### src/sv/gdm_pkg.sv
// gauge duty map package: table geometry, reciprocal constants, codes and shared types
// no dependencies; used by every other file of the block
`default_nettype none

package gdm_pkg;

	// virtual table and calibration geometry
	localparam int TABLE_SIZE  = 101;
	localparam int NPOINTS     = 5;
	localparam int DW          = 15;
	localparam int ONE_PERCENT = 256;
	localparam int FULL_SCALE  = 25600;
	localparam int SNAP_GAP    = 2 * ONE_PERCENT;
	localparam int RD_RAW      = (TABLE_SIZE - 1) / 4;
	localparam int RD          = (RD_RAW < 1) ? 1 : RD_RAW;
	localparam int IW          = $clog2(TABLE_SIZE);
	localparam int KW          = $clog2(RD + 1);
	localparam int CFG_IW      = 3;

	// index: floor((2*gp*TABLE_SIZE + 25600) / 51200) = floor((num >> 10) / 50)
	localparam int NUM_MAX   = 32767 * 2 * TABLE_SIZE + FULL_SCALE;
	localparam int NUMW      = $clog2(32768 * 2 * TABLE_SIZE + FULL_SCALE + 1) + 1;
	localparam int IDX_SHIFT = 10;
	localparam int DIV1      = 51200 / (1 << IDX_SHIFT);
	localparam int N1W       = $clog2((NUM_MAX >> IDX_SHIFT) + 1);
	localparam int S1        = N1W + $clog2(DIV1);
	localparam longint unsigned M1 = ((64'd1 << S1) + 64'(DIV1) - 64'd1) / 64'(DIV1);
	localparam int M1W       = $clog2(M1 + 1);
	localparam int Q1W       = N1W + M1W - S1;

	// interpolation rounding: (2*mag + RD) / (2*RD)
	localparam int PW     = KW + DW + 2;
	localparam int MAGW   = KW + DW;
	localparam int N2_MAX = 2 * (RD - 1) * 32767 + RD;
	localparam int N2W    = $clog2(N2_MAX + 1);
	localparam int D2     = 2 * RD;
	localparam int S2     = N2W + $clog2(D2);
	localparam longint unsigned M2 = ((64'd1 << S2) + 64'(D2) - 64'd1) / 64'(D2);
	localparam int M2W    = $clog2(M2 + 1);
	localparam int Q2W    = N2W + M2W - S2;

	localparam logic [NPOINTS-1:0][DW-1:0] CAL_RESET = {
		15'd25600, 15'd19200, 15'd12800, 15'd6400, 15'd0
	};

	typedef enum logic [1:0] {
		MODE_SET    = 2'd0,
		MODE_TARGET = 2'd1,
		MODE_TICK   = 2'd2,
		MODE_NONE   = 2'd3
	} mode_t;

	typedef enum logic [CFG_IW-1:0] {
		CFG_CAL0     = 3'd0,
		CFG_CAL1     = 3'd1,
		CFG_CAL2     = 3'd2,
		CFG_CAL3     = 3'd3,
		CFG_CAL4     = 3'd4,
		CFG_DRIVE_EN = 3'd5
	} cfg_idx_t;

	typedef struct packed {
		logic [NPOINTS-1:0][DW-1:0] cal_pt;
		logic                       drive_enable;
		logic                       cal_valid;
	} cfg_t;

	typedef struct packed {
		logic          valid;
		mode_t         mode;
		logic [DW-1:0] duty;
	} map_out_t;

	typedef struct packed {
		logic [DW-1:0] cur;
		logic [DW-1:0] tgt;
	} duty_state_t;

endpackage

`default_nettype wire

### src/sv/gdm_if.sv
// request, result and register-write channel interfaces of the gauge duty map
// depends on gdm_pkg for field widths
`default_nettype none

interface gdm_in_if import gdm_pkg::*; ();
	logic              valid;
	logic              ready;
	logic [1:0]        mode;
	logic signed [15:0] gauge_percent;

	modport source (output valid, output mode, output gauge_percent, input ready);
	modport sink (input valid, input mode, input gauge_percent, output ready);
endinterface

interface gdm_out_if import gdm_pkg::*; ();
	logic          valid;
	logic          ready;
	logic [DW-1:0] duty;
	logic          at_target;
	logic          cal_valid;
	logic          enable_pin;
	logic          enable_pin_n;

	modport source (output valid, output duty, output at_target, output cal_valid,
		output enable_pin, output enable_pin_n, input ready);
	modport sink (input valid, input duty, input at_target, input cal_valid,
		input enable_pin, input enable_pin_n, output ready);
endinterface

interface gdm_cfg_if import gdm_pkg::*; ();
	logic              valid;
	logic              ready;
	logic [CFG_IW-1:0] index;
	logic [DW-1:0]     data;

	modport source (output valid, output index, output data, input ready);
	modport sink (input valid, input index, input data, output ready);
endinterface

`default_nettype wire

### src/sv/gauge_duty_map_with_ramp.sv
// gauge duty map with ramp: top level
// depends on gdm_pkg, gdm_if, gdm_cfg_regs, gdm_map and gdm_ramp
//
// usage
//   item: request with mode and a signed gauge reading in 1/256 percent units.
//     mode set writes the mapped duty to both current and target, mode target
//     loads only the ramp target, mode tick moves the duty one percent toward
//     the target or snaps onto it, the unused mode just reports.
//   result: one result per request with duty, at_target, cal_valid and the
//     two driver enable levels.
//   cfg: register writes (five calibration points, then drive enable); always
//     ready, write only while no request is in flight.
// timing
//   one request per cycle sustained while results are taken; a request passes
//   five mapping stages (index scaling, divide by reciprocal, segment multiply,
//   rounding reciprocal, final add) and the state read-modify-write stage that
//   loads the result register.
//   the duty state sits in a one-entry memory with a registered read; the
//   write of the previous request is forwarded so back-to-back ticks chain.
// reset: calibration points return to a straight 0..100 percent line, driver
//   disabled, duty and target zero, pipe empty.
// stall: when the result is not taken the whole pipe holds and item ready drops;
//   the result register frees up the same cycle it is taken.
`default_nettype none

module gauge_duty_map_with_ramp import gdm_pkg::*; (
	input  logic      clk,
	input  logic      arst_n,
	gdm_in_if.sink    item,
	gdm_out_if.source result,
	gdm_cfg_if.sink   cfg
);

	cfg_t     cfg_s;
	map_out_t mapped;
	logic     adv;

	// request side stalls with the whole pipe
	assign item.ready = adv;

	gdm_cfg_regs u_cfg_regs (
		.clk    (clk),
		.arst_n (arst_n),
		.cfg    (cfg),
		.regs   (cfg_s)
	);

	// reading to interpolated duty
	gdm_map u_map (
		.clk           (clk),
		.arst_n        (arst_n),
		.adv           (adv),
		.item_valid    (item.valid),
		.item_mode     (mode_t'(item.mode)),
		.gauge_percent (item.gauge_percent),
		.cfg           (cfg_s),
		.mapped        (mapped)
	);

	// state update and result register
	gdm_ramp u_ramp (
		.clk    (clk),
		.arst_n (arst_n),
		.mapped (mapped),
		.cfg    (cfg_s),
		.adv    (adv),
		.result (result)
	);

`ifndef SYNTHESIS
	// an immediate set lands on its own target
	a_set_at_target: assert property (@(posedge clk) disable iff (!arst_n)
		mapped.valid && adv && (mapped.mode == MODE_SET)
		|=> result.valid && result.at_target && (result.duty == $past(mapped.duty)))
		else $error("set request did not land at target");

	// a stalled pipe keeps the mapped item
	a_map_hold: assert property (@(posedge clk) disable iff (!arst_n)
		mapped.valid && !adv
		|=> mapped.valid && $stable(mapped.duty) && $stable(mapped.mode))
		else $error("mapped item changed while stalled");

	// valid calibration never has equal first points
	a_cal_flag: assert property (@(posedge clk) disable iff (!arst_n)
		cfg_s.cal_valid |-> ($past(cfg_s.cal_pt[0]) != $past(cfg_s.cal_pt[1])))
		else $error("calibration flagged valid with equal first points");
`endif

endmodule

`default_nettype wire

### src/sv/gdm_cfg_regs.sv
// calibration and drive-enable registers with a registered calibration check
// depends on gdm_pkg and gdm_cfg_if
`default_nettype none

module gdm_cfg_regs import gdm_pkg::*; (
	input  logic         clk,
	input  logic         arst_n,
	gdm_cfg_if.sink      cfg,
	output cfg_t         regs
);

	logic [NPOINTS-1:0][DW-1:0] cal_pt_q;
	logic                       drive_en_q;
	logic                       cal_valid_q;
	logic                       cal_ok;
	logic                       inc;

	assign cfg.ready = 1'b1;

	// points in 0..100 percent and strictly monotonic
	always_comb begin
		inc    = cal_pt_q[1] > cal_pt_q[0];
		cal_ok = 1'b1;
		for (int i = 0; i < NPOINTS; i++) begin
			if (cal_pt_q[i] > DW'(FULL_SCALE)) begin
				cal_ok = 1'b0;
			end
		end
		for (int i = 0; i < NPOINTS - 1; i++) begin
			if (inc ? (cal_pt_q[i+1] <= cal_pt_q[i]) : (cal_pt_q[i+1] >= cal_pt_q[i])) begin
				cal_ok = 1'b0;
			end
		end
	end

	always_ff @(posedge clk or negedge arst_n) begin
		if (!arst_n) begin
			cal_pt_q    <= CAL_RESET;
			drive_en_q  <= 1'b0;
			cal_valid_q <= 1'b1; // reset points are a valid rising set
		end else begin
			cal_valid_q <= cal_ok;
			if (cfg.valid) begin
				case (cfg.index)
					CFG_CAL0, CFG_CAL1, CFG_CAL2, CFG_CAL3, CFG_CAL4: begin
						cal_pt_q[cfg.index] <= cfg.data;
					end
					CFG_DRIVE_EN: begin
						drive_en_q <= cfg.data[0];
					end
					default: begin
					end
				endcase
			end
		end
	end

	assign regs.cal_pt       = cal_pt_q;
	assign regs.drive_enable = drive_en_q;
	assign regs.cal_valid    = cal_valid_q;

endmodule

`default_nettype wire

### src/sv/gdm_map.sv
// five-stage mapping pipe: gauge reading to table index to interpolated duty
// depends on gdm_pkg; calibration points come from gdm_cfg_regs
`default_nettype none

module gdm_map import gdm_pkg::*; (
	input  logic              clk,
	input  logic              arst_n,
	input  logic              adv,
	input  logic              item_valid,
	input  mode_t             item_mode,
	input  logic signed [15:0] gauge_percent,
	input  cfg_t              cfg,
	output map_out_t          mapped
);

	logic v_s1, v_s2, v_s3, v_s4, v_s5, v_s6;
	mode_t mode_s1, mode_s2, mode_s3, mode_s4, mode_s5, mode_s6;

	logic signed [15:0]     gp_s1;
	logic signed [NUMW-1:0] num;
	logic [N1W-1:0]         n1;
	logic [N1W-1:0]         n1_s2;
	logic [N1W+M1W-1:0]     prod1;
	logic [N1W+M1W-1:0]     prod1_s3;
	logic [Q1W-1:0]         q1;
	logic [IW-1:0]          idx;
	logic [IW-1:0]          base;
	logic [1:0]             seg;
	logic                   tail;
	logic [KW-1:0]          k;
	logic [DW-1:0]          lo;
	logic [DW-1:0]          hi;
	logic signed [DW:0]     diff;
	logic signed [PW-1:0]   prod2;
	logic signed [PW-1:0]   prod2_s4;
	logic [DW-1:0]          lo_s4;
	logic                   neg;
	logic [MAGW-1:0]        mag;
	logic [N2W-1:0]         n2;
	logic [N2W+M2W-1:0]     prod3;
	logic [N2W+M2W-1:0]     prod3_s5;
	logic                   neg_s5;
	logic [DW-1:0]          lo_s5;
	logic [Q2W-1:0]         q2;
	logic [DW-1:0]          duty;
	logic [DW-1:0]          duty_s6;

	// s1: scale the reading, drop negatives, pre-shift by 1024
	assign num = NUMW'(gp_s1) * NUMW'(2 * TABLE_SIZE) + NUMW'(FULL_SCALE);
	assign n1  = num[NUMW-1] ? '0 : num[IDX_SHIFT +: N1W];

	// s2: divide by 50 through the reciprocal
	assign prod1 = n1_s2 * M1W'(M1);

	// s3: clamp index, pick segment and offset, multiply offset by slope
	assign q1  = prod1_s3[S1 +: Q1W];
	assign idx = (q1 > Q1W'(TABLE_SIZE - 1)) ? IW'(TABLE_SIZE - 1) : IW'(q1);

	always_comb begin
		tail = 1'b0;
		seg  = 2'd0;
		base = '0;
		if (idx >= IW'(4 * RD)) begin
			tail = 1'b1;
		end else if (idx >= IW'(3 * RD)) begin
			seg  = 2'd3;
			base = IW'(3 * RD);
		end else if (idx >= IW'(2 * RD)) begin
			seg  = 2'd2;
			base = IW'(2 * RD);
		end else if (idx >= IW'(RD)) begin
			seg  = 2'd1;
			base = IW'(RD);
		end
	end

	// table tail reads the last point with a zero offset
	assign k     = tail ? '0 : KW'(idx - base);
	assign lo    = tail ? cfg.cal_pt[NPOINTS-1] : cfg.cal_pt[3'(seg)];
	assign hi    = cfg.cal_pt[3'(seg) + 3'd1];
	assign diff  = $signed({1'b0, hi}) - $signed({1'b0, lo});
	assign prod2 = $signed({1'b0, k}) * diff;

	// s4: rounding numerator times reciprocal of 2*RD
	assign neg   = prod2_s4[PW-1];
	assign mag   = MAGW'(neg ? -prod2_s4 : prod2_s4);
	assign n2    = N2W'({mag, 1'b0}) + N2W'(RD);
	assign prod3 = n2 * M2W'(M2);

	// s5: apply signed rounded step
	assign q2   = prod3_s5[S2 +: Q2W];
	assign duty = neg_s5 ? (lo_s5 - DW'(q2)) : (lo_s5 + DW'(q2));

	always_ff @(posedge clk or negedge arst_n) begin
		if (!arst_n) begin
			v_s1 <= 1'b0;
			v_s2 <= 1'b0;
			v_s3 <= 1'b0;
			v_s4 <= 1'b0;
			v_s5 <= 1'b0;
			v_s6 <= 1'b0;
		end else if (adv) begin
			v_s1 <= item_valid;
			v_s2 <= v_s1;
			v_s3 <= v_s2;
			v_s4 <= v_s3;
			v_s5 <= v_s4;
			v_s6 <= v_s5;
		end
	end

	always_ff @(posedge clk) begin
		if (adv) begin
			mode_s1  <= item_mode;
			gp_s1    <= gauge_percent;
			mode_s2  <= mode_s1;
			n1_s2    <= n1;
			mode_s3  <= mode_s2;
			prod1_s3 <= prod1;
			mode_s4  <= mode_s3;
			prod2_s4 <= prod2;
			lo_s4    <= lo;
			mode_s5  <= mode_s4;
			prod3_s5 <= prod3;
			neg_s5   <= neg;
			lo_s5    <= lo_s4;
			mode_s6  <= mode_s5;
			duty_s6  <= duty;
		end
	end

	assign mapped.valid = v_s6;
	assign mapped.mode  = mode_s6;
	assign mapped.duty  = duty_s6;

endmodule

`default_nettype wire

### src/sv/gdm_ramp.sv
// duty state memory with read-modify-write, slew limiting and the result register
// depends on gdm_pkg and gdm_out_if
`default_nettype none

module gdm_ramp import gdm_pkg::*; (
	input  logic      clk,
	input  logic      arst_n,
	input  map_out_t  mapped,
	input  cfg_t      cfg,
	output logic      adv,
	gdm_out_if.source result
);

	duty_state_t state_mem [0:0];
	logic        mem_valid_q;
	duty_state_t rd_q;
	duty_state_t fwd_q;
	logic        fwd_valid_q;
	duty_state_t view;
	duty_state_t nxt;
	logic [DW-1:0] gap;
	logic        commit;

	logic          res_valid_q;
	logic [DW-1:0] res_duty_q;
	logic          res_at_tgt_q;
	logic          res_cal_valid_q;
	logic          res_en_q;

	assign adv    = !res_valid_q || result.ready;
	assign commit = mapped.valid && adv;

	// last write bypasses the memory read of the same edge
	assign view = fwd_valid_q ? fwd_q : rd_q;
	assign gap  = (view.cur > view.tgt) ? (view.cur - view.tgt) : (view.tgt - view.cur);

	always_comb begin
		nxt = view;
		case (mapped.mode)
			MODE_SET: begin
				nxt.cur = mapped.duty;
				nxt.tgt = mapped.duty;
			end
			MODE_TARGET: begin
				nxt.tgt = mapped.duty;
			end
			MODE_TICK: begin
				// within two percent the one-percent step lands near enough to snap
				if (gap <= DW'(SNAP_GAP)) begin
					nxt.cur = view.tgt;
				end else if (view.cur > view.tgt) begin
					nxt.cur = view.cur - DW'(ONE_PERCENT);
				end else begin
					nxt.cur = view.cur + DW'(ONE_PERCENT);
				end
			end
			default: begin
			end
		endcase
	end

	always_ff @(posedge clk) begin
		if (commit) begin
			state_mem[0] <= nxt;
		end
	end

	always_ff @(posedge clk or negedge arst_n) begin
		if (!arst_n) begin
			mem_valid_q <= 1'b0;
			rd_q        <= '0;
			fwd_valid_q <= 1'b0;
			fwd_q       <= '0;
		end else begin
			rd_q        <= mem_valid_q ? state_mem[0] : '0;
			fwd_valid_q <= commit;
			if (commit) begin
				mem_valid_q <= 1'b1;
				fwd_q       <= nxt;
			end
		end
	end

	always_ff @(posedge clk or negedge arst_n) begin
		if (!arst_n) begin
			res_valid_q <= 1'b0;
		end else if (adv) begin
			res_valid_q <= mapped.valid;
		end
	end

	always_ff @(posedge clk) begin
		if (commit) begin
			res_duty_q      <= nxt.cur;
			res_at_tgt_q    <= (nxt.cur == nxt.tgt);
			res_cal_valid_q <= cfg.cal_valid;
			res_en_q        <= cfg.drive_enable;
		end
	end

	assign result.valid        = res_valid_q;
	assign result.duty         = res_duty_q;
	assign result.at_target    = res_at_tgt_q;
	assign result.cal_valid    = res_cal_valid_q;
	assign result.enable_pin   = res_en_q;
	assign result.enable_pin_n = !res_en_q;

endmodule

`default_nettype wire

### src/flat_wrapper.sv
// flat-port wrapper written by rule: the top's interface ports become plain ports
module gauge_duty_map_with_ramp_flat import gdm_pkg::*;
  (clk, arst_n, item_valid, item_mode, item_gauge_percent, item_ready, result_valid, result_duty, result_at_target, result_cal_valid, result_enable_pin, result_enable_pin_n, result_ready, cfg_valid, cfg_index, cfg_data, cfg_ready);
  gdm_in_if item_i ();
  gdm_out_if result_i ();
  gdm_cfg_if cfg_i ();
  input  logic clk;
  input  logic arst_n;
  input wire logic [$bits(item_i.valid)-1:0] item_valid;
  input wire logic [$bits(item_i.mode)-1:0] item_mode;
  input wire logic [$bits(item_i.gauge_percent)-1:0] item_gauge_percent;
  output wire logic [$bits(item_i.ready)-1:0] item_ready;
  output wire logic [$bits(result_i.valid)-1:0] result_valid;
  output wire logic [$bits(result_i.duty)-1:0] result_duty;
  output wire logic [$bits(result_i.at_target)-1:0] result_at_target;
  output wire logic [$bits(result_i.cal_valid)-1:0] result_cal_valid;
  output wire logic [$bits(result_i.enable_pin)-1:0] result_enable_pin;
  output wire logic [$bits(result_i.enable_pin_n)-1:0] result_enable_pin_n;
  input wire logic [$bits(result_i.ready)-1:0] result_ready;
  input wire logic [$bits(cfg_i.valid)-1:0] cfg_valid;
  input wire logic [$bits(cfg_i.index)-1:0] cfg_index;
  input wire logic [$bits(cfg_i.data)-1:0] cfg_data;
  output wire logic [$bits(cfg_i.ready)-1:0] cfg_ready;
  assign item_i.valid = item_valid;
  assign item_i.mode = item_mode;
  assign item_i.gauge_percent = item_gauge_percent;
  assign item_ready = item_i.ready;
  assign result_valid = result_i.valid;
  assign result_duty = result_i.duty;
  assign result_at_target = result_i.at_target;
  assign result_cal_valid = result_i.cal_valid;
  assign result_enable_pin = result_i.enable_pin;
  assign result_enable_pin_n = result_i.enable_pin_n;
  assign result_i.ready = result_ready;
  assign cfg_i.valid = cfg_valid;
  assign cfg_i.index = cfg_index;
  assign cfg_i.data = cfg_data;
  assign cfg_ready = cfg_i.ready;
  gauge_duty_map_with_ramp u_core (.clk(clk), .arst_n(arst_n), .item(item_i), .result(result_i), .cfg(cfg_i));
endmodule
### config.mk
export PLATFORM = sky130hd
export DESIGN_NAME = gauge_duty_map_with_ramp_flat
export DESIGN_NICKNAME = d
export VERILOG_FILES = /design/src/sv/gdm_pkg.sv /design/src/sv/gdm_if.sv /design/src/sv/gauge_duty_map_with_ramp.sv /design/src/sv/gdm_cfg_regs.sv /design/src/sv/gdm_map.sv /design/src/sv/gdm_ramp.sv /design/src/flat_wrapper.sv
export SDC_FILE = /design/constraint.sdc
export NUM_CORES = 2
export LEC_CHECK = 0
export BUFFER_PORTS_ARGS = -buffer_cell sky130_fd_sc_hd__buf_4
export CORE_MARGIN = 8
export CORE_UTILIZATION = 25
export CTS_CLUSTER_DIAMETER = 150
export DETAILED_ROUTE_END_ITERATION = 10
export PLACE_DENSITY_LB_ADDON = 0.05
export SLEW_MARGIN = 20
export SYNTH_ARGS = -nofsm -noshare
export SYNTH_HDL_FRONTEND = slang
export SYNTH_SLANG_ARGS = --single-unit
### constraint.sdc
create_clock -name clk -period 13.8 [get_ports clk]
set_input_delay 2.07 -clock clk [delete_from_list [all_inputs] [get_ports clk]]
set_output_delay 2.07 -clock clk [all_outputs]
set_load 0.005 [all_outputs]
After elaboration in Yosys (flattened, before gate mapping). Memory sizes are Yosys's and may differ from the RTL's. Cells that the tools add are included.

Latch bits: 0. Memories: 1. Word-level logic and storage cells: 143. Bits in writable memories: 30. Register bits after elaboration: 341. Output and inout bits: 22. ROM bits: 0.

Memory list: u_core.u_ramp.state_mem (depth 1, bits a word 30, read ports 1, clocked after memory_dff 0, write ports 1, line gdm_ramp.sv:14) `duty_state_t state_mem [0:0];`.

Divide/modulo/power cells: 0. Bitwise logic cells: 0. Shifts and indexed selects: 0. Reduce and logical (&&, ||, !) cells: 11. Multiply operators: 4. Equal/unequal tests: 8. Order comparisons: 25. Muxes and demuxes: 43. Add/sub/neg operators: 12.

Operators with widths (count): 2-to-1 mux 15 bit (9); bitwise mux 75 bit (1); > comparator 15 bit (second input constant) (5); >= comparator 15 bit (4); <= comparator 15 bit (4); 2-to-1 mux 30 bit (2); binary-select mux 15 bit (select 3 bit) (1); demux 15 bit (select 3 bit) (1); subtractor 15 bit (3); multiplier 21 x 22 -> 42 bit (second input constant) (1); binary-select mux 15 bit (select 2 bit) (1); > comparator 15 bit (2); one-hot mux 15 bit (2 select lines) (1); multiplier 13 x 13 -> 26 bit (second input constant) (1); 2-to-1 mux 5 bit (5); adder 24 x 16 -> 24 bit (second input constant) (1); multiplier 16 x 8 -> 23 bit (second input constant) (1); multiplier 6 x 16 -> 22 bit (1); adder 21 x 5 -> 21 bit (second input constant) (1); 2-to-1 mux 20 bit (1); negation 20 bit (1); 2-to-1 mux 1 bit (17); subtractor 15 x 15 -> 16 bit (1); adder 15 bit (1); other kinds (28) (37).

Logic depth before layout (Yosys ltp).
Word-level depth: 12. Mapped depth: 44.

Hierarchy. Synthesis repeated with hierarchy kept, for this count alone.

Cells, all modules: 3538. Area total of the unflattened synthesis: 34678.3 um^2.

By module, submodules not included: gdm_map (cells an instance 2391, instances 1, sequential area each 4083.9 um^2, area an instance 23394.9 um^2); gdm_ramp (cells an instance 687, instances 1, sequential area each 2567.5 um^2, area an instance 6721.4 um^2); gdm_cfg_regs (cells an instance 460, instances 1, sequential area each 1944.4 um^2, area an instance 4561.9 um^2).

Worst setup path before layout. No wires, ideal clock.

Path type: flip-flop to flip-flop. From: register u_core.u_map.prod1_s3[22]. To: register u_core.u_map.prod2_s4[21] (data pin). Path buffers: 7. Slack: 4.196 ns. Arrival time: 9.338 ns. Setup time: 0.266 ns. Cell stages (with the launch flop): 43. Required time: 13.534 ns. Cell sequence: edfxtp_1 > clkbuf_1 > o311a_1 > nor3_2 > o21ai_0 > and2_1 > or2_1 > clkbuf_1 > inv_2 > clkbuf_1 > clkbuf_1 > buf_1 > ha_1 > buf_1 > nand2b_1 > clkbuf_1 > o22ai_1 > fa_1 > (+7 left out) > a21oi_1 > o21ai_0 > mux2_2 > nor2_1 > nor2_1 > fa_1 > inv_1 > fa_1 > fa_1 > inv_1 > ha_1 > nor3_1 > nor2_1 > a31oi_1 > nor2b_1 > o21a_1 > o41ai_1 > xnor2_1.

Word-level cells in the longest chain between the ends: 12. Elaborated cells between the ends (all ways): 25. Classes of those cells: add/sub (3); mul (1); order compare (5); mux (16).

RTL lines: from (decl) (line gdm_map.sv:24) `logic [N1W+M1W-1:0] prod1_s3;`; from (signal assigned) (line gdm_map.sv:119) `prod1_s3 <= prod1;`; > comparator 8 x 7 -> 1 bit (line gdm_map.sv:57) `assign idx = (q1 > Q1W'(TABLE_SIZE - 1)) ? IW'(TABLE_SIZE - 1) : IW'(q1);`; 2-to-1 mux 7 bit * (line gdm_map.sv:57); >= comparator 7 x 5 -> 1 bit (line gdm_map.sv:71) `end else if (idx >= IW'(RD)) begin`; 2-to-1 mux 1 bit (line gdm_map.sv:71); 2-to-1 mux 2 bit (line gdm_map.sv:68) `end else if (idx >= IW'(2 * RD)) begin`; 2-to-1 mux 2 bit (line gdm_map.sv:65) `end else if (idx >= IW'(3 * RD)) begin`; 2-to-1 mux 2 bit (line gdm_map.sv:63) `if (idx >= IW'(4 * RD)) begin`; adder 2 x 1 -> 3 bit or binary-select mux 15 bit (select 2 bit) (tied branches) (line gdm_map.sv:80, gdm_map.sv:79); binary-select mux 15 bit (select 3 bit) or 2-to-1 mux 15 bit (tied branches) (line gdm_map.sv:80, gdm_map.sv:79); 2-to-1 mux 15 bit (on tied branches) (line gdm_map.sv:80, gdm_map.sv:79); subtractor 15 x 15 -> 16 bit (line gdm_map.sv:81) `assign diff = $signed({1'b0, hi}) - $signed({1'b0, lo});`; multiplier 6 x 16 -> 22 bit * (line gdm_map.sv:82) `assign prod2 = $signed({1'b0, k}) * diff;`; via u_core.u_map.prod2[21] (line gdm_map.sv:34) `logic signed [PW-1:0] prod2;`; to (signal assigned) (line gdm_map.sv:121) `prod2_s4 <= prod2;`; to (decl) (line gdm_map.sv:35) `logic signed [PW-1:0] prod2_s4;`.

Mark *: on every way through the listed nets, which the timed path passes. The rest lies on a longest branch. The select of a mux whose other input is x is not followed. A chain may end at the register's enable or synchronous reset.

Worst setup path in the final report.
From: register u_core.u_map.prod2_s4[0]. To: register u_core.u_map.prod3_s5[41] (data pin).

Word-level cells in the longest chain between the ends: 4.

RTL lines: negation 20 bit (line gdm_map.sv:86) `assign mag = MAGW'(neg ? -prod2_s4 : prod2_s4);`; 2-to-1 mux 20 bit * (line gdm_map.sv:86); adder 21 x 5 -> 21 bit * (line gdm_map.sv:87) `assign n2 = N2W'({mag, 1'b0}) + N2W'(RD);`; multiplier 21 x 22 -> 42 bit * (line gdm_map.sv:88) `assign prod3 = n2 * M2W'(M2);`; via u_core.u_map.prod3[41] (line gdm_map.sv:40) `logic [N2W+M2W-1:0] prod3;`; to (signal assigned) (line gdm_map.sv:124) `prod3_s5 <= prod3;`; to (decl) (line gdm_map.sv:41) `logic [N2W+M2W-1:0] prod3_s5;`.

Mark *: on every way through the listed nets, which the timed path passes. The rest lies on a longest branch.

==> out/results.txt <==
fin nets: 4,369
final worst path period share: 0.8070
Worst-Skew Late Latency: 630 ps
Final Worst Setup Slack: 2663 ps
list of most frequent post-synthesis cells: 654 x sky130_fd_sc_hd__inv_1, 525 x sky130_fd_sc_hd__ha_1, 286 x sky130_fd_sc_hd__fa_1, 246 x sky130_fd_sc_hd__nand2_1, 188 x sky130_fd_sc_hd__nor2_1
die area: 147,500 µm²
H-tree depth: 2
CTS sink cnt: 310
number of top-level pins: 63
stage delay of the slowest cell on the critical path: 680 ps
cell with the most instances after synthesis: sky130_fd_sc_hd__inv_1
wire length of the first global-routing pass: 151.7 mm
Die Ht: 384.1 µm
worst reg-to-reg path cell count: 34
row count: 135
unrepaired setup endpoints after global routing: false
Top cell by count, worst path: sky130_fd_sc_hd__ha_1
die width: 384.1 µm
average footprint of a synthesized cell: 9.729 µm²
clk buf depth: 3
count of endpoints failing setup in the final report: 0
clock tree from TritonCTS: yes
count of hold-fix buffers inserted at cts: 0
top achievable clock speed: 89.79 MHz
highest fanout seen on the critical path: 9
number of storage elements in the synthesis netlist: 310
total core area: 135,000 µm²
biggest area contributors in the synthesized netlist: sky130_fd_sc_hd__ha_1 19%, sky130_fd_sc_hd__fa_1 17%, sky130_fd_sc_hd__edfxtp_1 15%, sky130_fd_sc_hd__dfrtp_1 9.8%, sky130_fd_sc_hd__inv_1 7.2%
status: finished, final reports clean
DR iter-0 viols: 1,271
wire length on met1: 47.79 mm
headroom to the max-slew limit: 0.2821
antenna viol nets, final: 0
number of enable-type register cells in the synthesized netlist: 164
post-DR vias/cell: 4.378
final number of max-transition violations: 0
post-CTS setup buffers: 0
Routability Congestion: 0.7840
# port buffers: 61
Period minus WS final: 11,140 ps
synthesized cell area: 33,880 µm²
Area after DPL: 36,360 µm²
main flop type after synthesis: sky130_fd_sc_hd__edfxtp_1
CP Class: reg -> reg
Ys Warns: 0
Worst Clk Skew: 52.24 ps
Max-cap violations: 0
total gr overflow: 0
number of clock buffers inserted by TritonCTS: 45
wire length per cell after detailed routing: 18.02 µm
cell type with the highest aggregate area in the netlist: sky130_fd_sc_hd__ha_1
net count after synthesis: 4,334
type of the most critical hold path: reg -> reg
DRC Markers: 0
worst-case setup slack after placement: 2478 ps
hold wc startpoint: u_core.u_map.lo_s4[11]
area delta synth->final: 11.61%
initial antenna violation count: 0
post-detailed-routing wire length: 96.13 mm
wire length on met3: 2.318 mm
number of diodes: 0
post-CTS clock slew at the launch and capture registers of the worst setup and hold paths: 60 ps
Data arrival, critical path: 11,460 ps
filler cell count in the final layout: 14.29k
number of resized instances in the post-cts repair step: 0
detailed-routing iteration count for the pre-antenna-repair pass: 5
actual slew at the worst max-slew pin: 1069 ps
sort of element at the end of the critical path: flop
Total Negative Setup Slacks: 0 ps
number of instances in the synthesized netlist: 3,482
capture endpoint of the worst hold path: u_core.u_map.lo_s5[11]
final standard cell area without fillers: 37,810 µm²
worst path required time: 14,120 ps
launch point of the worst reg-to-reg path: u_core.u_map.prod2_s4[0]
number of stages on the worst hold path: 0
initial core utilization: 0.2510
vias in the first global route: 25.19k
overall routing resource usage: 0.1307
critical path startpoint category: flop
internal reg-to-reg setup slack: 2660 ps
highest routing layer actually used: met4
Netlist cell types: 85
final hold violation count: 0
fraction of final layout cells with drive strength greater than 1: 0.07991
capture instance of the worst register-to-register path: u_core.u_map.prod3_s5[41]
asr flop ratio synth: 0.4710
proportion of synthesized chip area in sequential cells: 0.2537
DR WL met2: 44.48 mm
library cell used as clock root buffer: sky130_fd_sc_hd__clkbuf_16
fraction of post-synthesis cell area in the top cell type by area: 0.1939
DPL Wire Length: 78.10 mm
pin count of the biggest net entering global routing: 82
worst-path cell with the longest stage delay: sky130_fd_sc_hd__a311oi_1
count of vias placed by the detailed router: 23.36k
## flip-flops by register name (all words and copies together) (netlist names), 8 cells and up
register	flops
u_core.u_map.prod2_s4	21
u_core.u_map.lo_s5	15
u_core.u_ramp.fwd_q	30
u_core.u_map.lo_s4	15
u_core.u_cfg_regs.regs	75
u_core.u_ramp.state_mem	15
u_core.u_map.n1_s2	13
u_core.u_map.prod1_s3	8
u_core.u_map.prod3_s5	15
u_core.u_ramp.rd_q	30
u_core.u_map.gp_s1	16
u_core.u_map.duty_s6	15
u_core.u_ramp.result.duty	15
## stage by stage
stage | cells | hold WS (ps) | util
floorplan | 3482 | 400.3 | -
finish | 5335 | 380.1 | 0.2802
detailed placement | 5251 | 405.7 | 0.2694
global route | 5335 | 390.4 | 0.2802
CTS | 5335 | 372.4 | 0.2802
global placement | 5251 | 402.7 | 0.2694
## critical path: cells and delay by family (launching register included)
kind | cells | cell delay [ps]
buf+inv | 3 | 420
simple gates | 7 | 2110
compound gates | 12 | 3220
fa+ha+maj | 9 | 3520
flops | 1 | 620
xor+xnor | 3 | 910
## layer usage
| layer | GRT usage | vias up |
|---|---|---|
| li1 | - | 11670 |
| met1 | 0.1840 | 11420 |
| met2 | 0.2172 | 195 |
| met3 | 0.01542 | 71 |
| met4 | 0.02338 | 0 |
| met5 | 0 | - |
## how the worst max path moves through the flow
stage	start	to	slack (ps)	cells after the start
6_report	u_core.u_map.prod2_s4[0]	u_core.u_map.prod3_s5[41]	2660	34
5_1_grt	u_core.u_map.prod2_s4[0]	u_core.u_map.prod3_s5[41]	1810	34
4_1_cts	u_core.u_map.prod2_s4[0]	u_core.u_map.prod3_s5[41]	2440	34
3_5_place_dp	u_core.u_map.prod2_s4[0]	u_core.u_map.prod3_s5[41]	2480	34
3_3_place_gp	u_core.u_map.prod2_s4[0]	u_core.u_map.prod3_s5[41]	2440	33
2_1_floorplan	u_core.u_map.prod1_s3[22]	u_core.u_map.prod2_s4[21]	4200	42
## cell type report
type,instances,area [µm²],share of cell area
Sequential cell,310,8597,0.2274
Multi-Input combinational cell,2408,22330,0.5906
Clock inverter,20,205.2,0.005427
Timing Repair Buffer,95,729.5,0.01929
Inverter,657,2471,0.06535
Tap cell,1781,2228,0.05893
Clock buffer,64,1247,0.03299
## cells by family (layout without fill, tap and decap cells)
family | after synthesis | in the layout | synth area share
buf+inv | 764 | 836 | 0.08783
fa+ha+maj | 811 | 811 | 0.3629
simple gates | 744 | 744 | 0.1050
xor+xnor | 193 | 193 | 0.04990
mux | 122 | 122 | 0.03837
compound gates | 537 | 537 | 0.1022
other cells | 1 | 1 | 0.0001107
flops | 310 | 310 | 0.2537
## layout by cell type (no fill, tap or decap), types with 59 or more instances in the layout
master,n
sky130_fd_sc_hd__a21oi_1,144
sky130_fd_sc_hd__buf_4,93
sky130_fd_sc_hd__dfrtp_1,131
sky130_fd_sc_hd__edfxtp_1,164
sky130_fd_sc_hd__fa_1,286
sky130_fd_sc_hd__ha_1,525
sky130_fd_sc_hd__inv_1,653
sky130_fd_sc_hd__mux2_2,61
sky130_fd_sc_hd__mux2i_1,59
sky130_fd_sc_hd__nand2_1,246
sky130_fd_sc_hd__nor2_1,188
sky130_fd_sc_hd__o21ai_0,117
sky130_fd_sc_hd__xnor2_1,134
sky130_fd_sc_hd__xor2_1,59
Power is left out: the tool's default activity adds up to more than one toggle a clock period on the data nets, which glitch-free logic cannot reach.
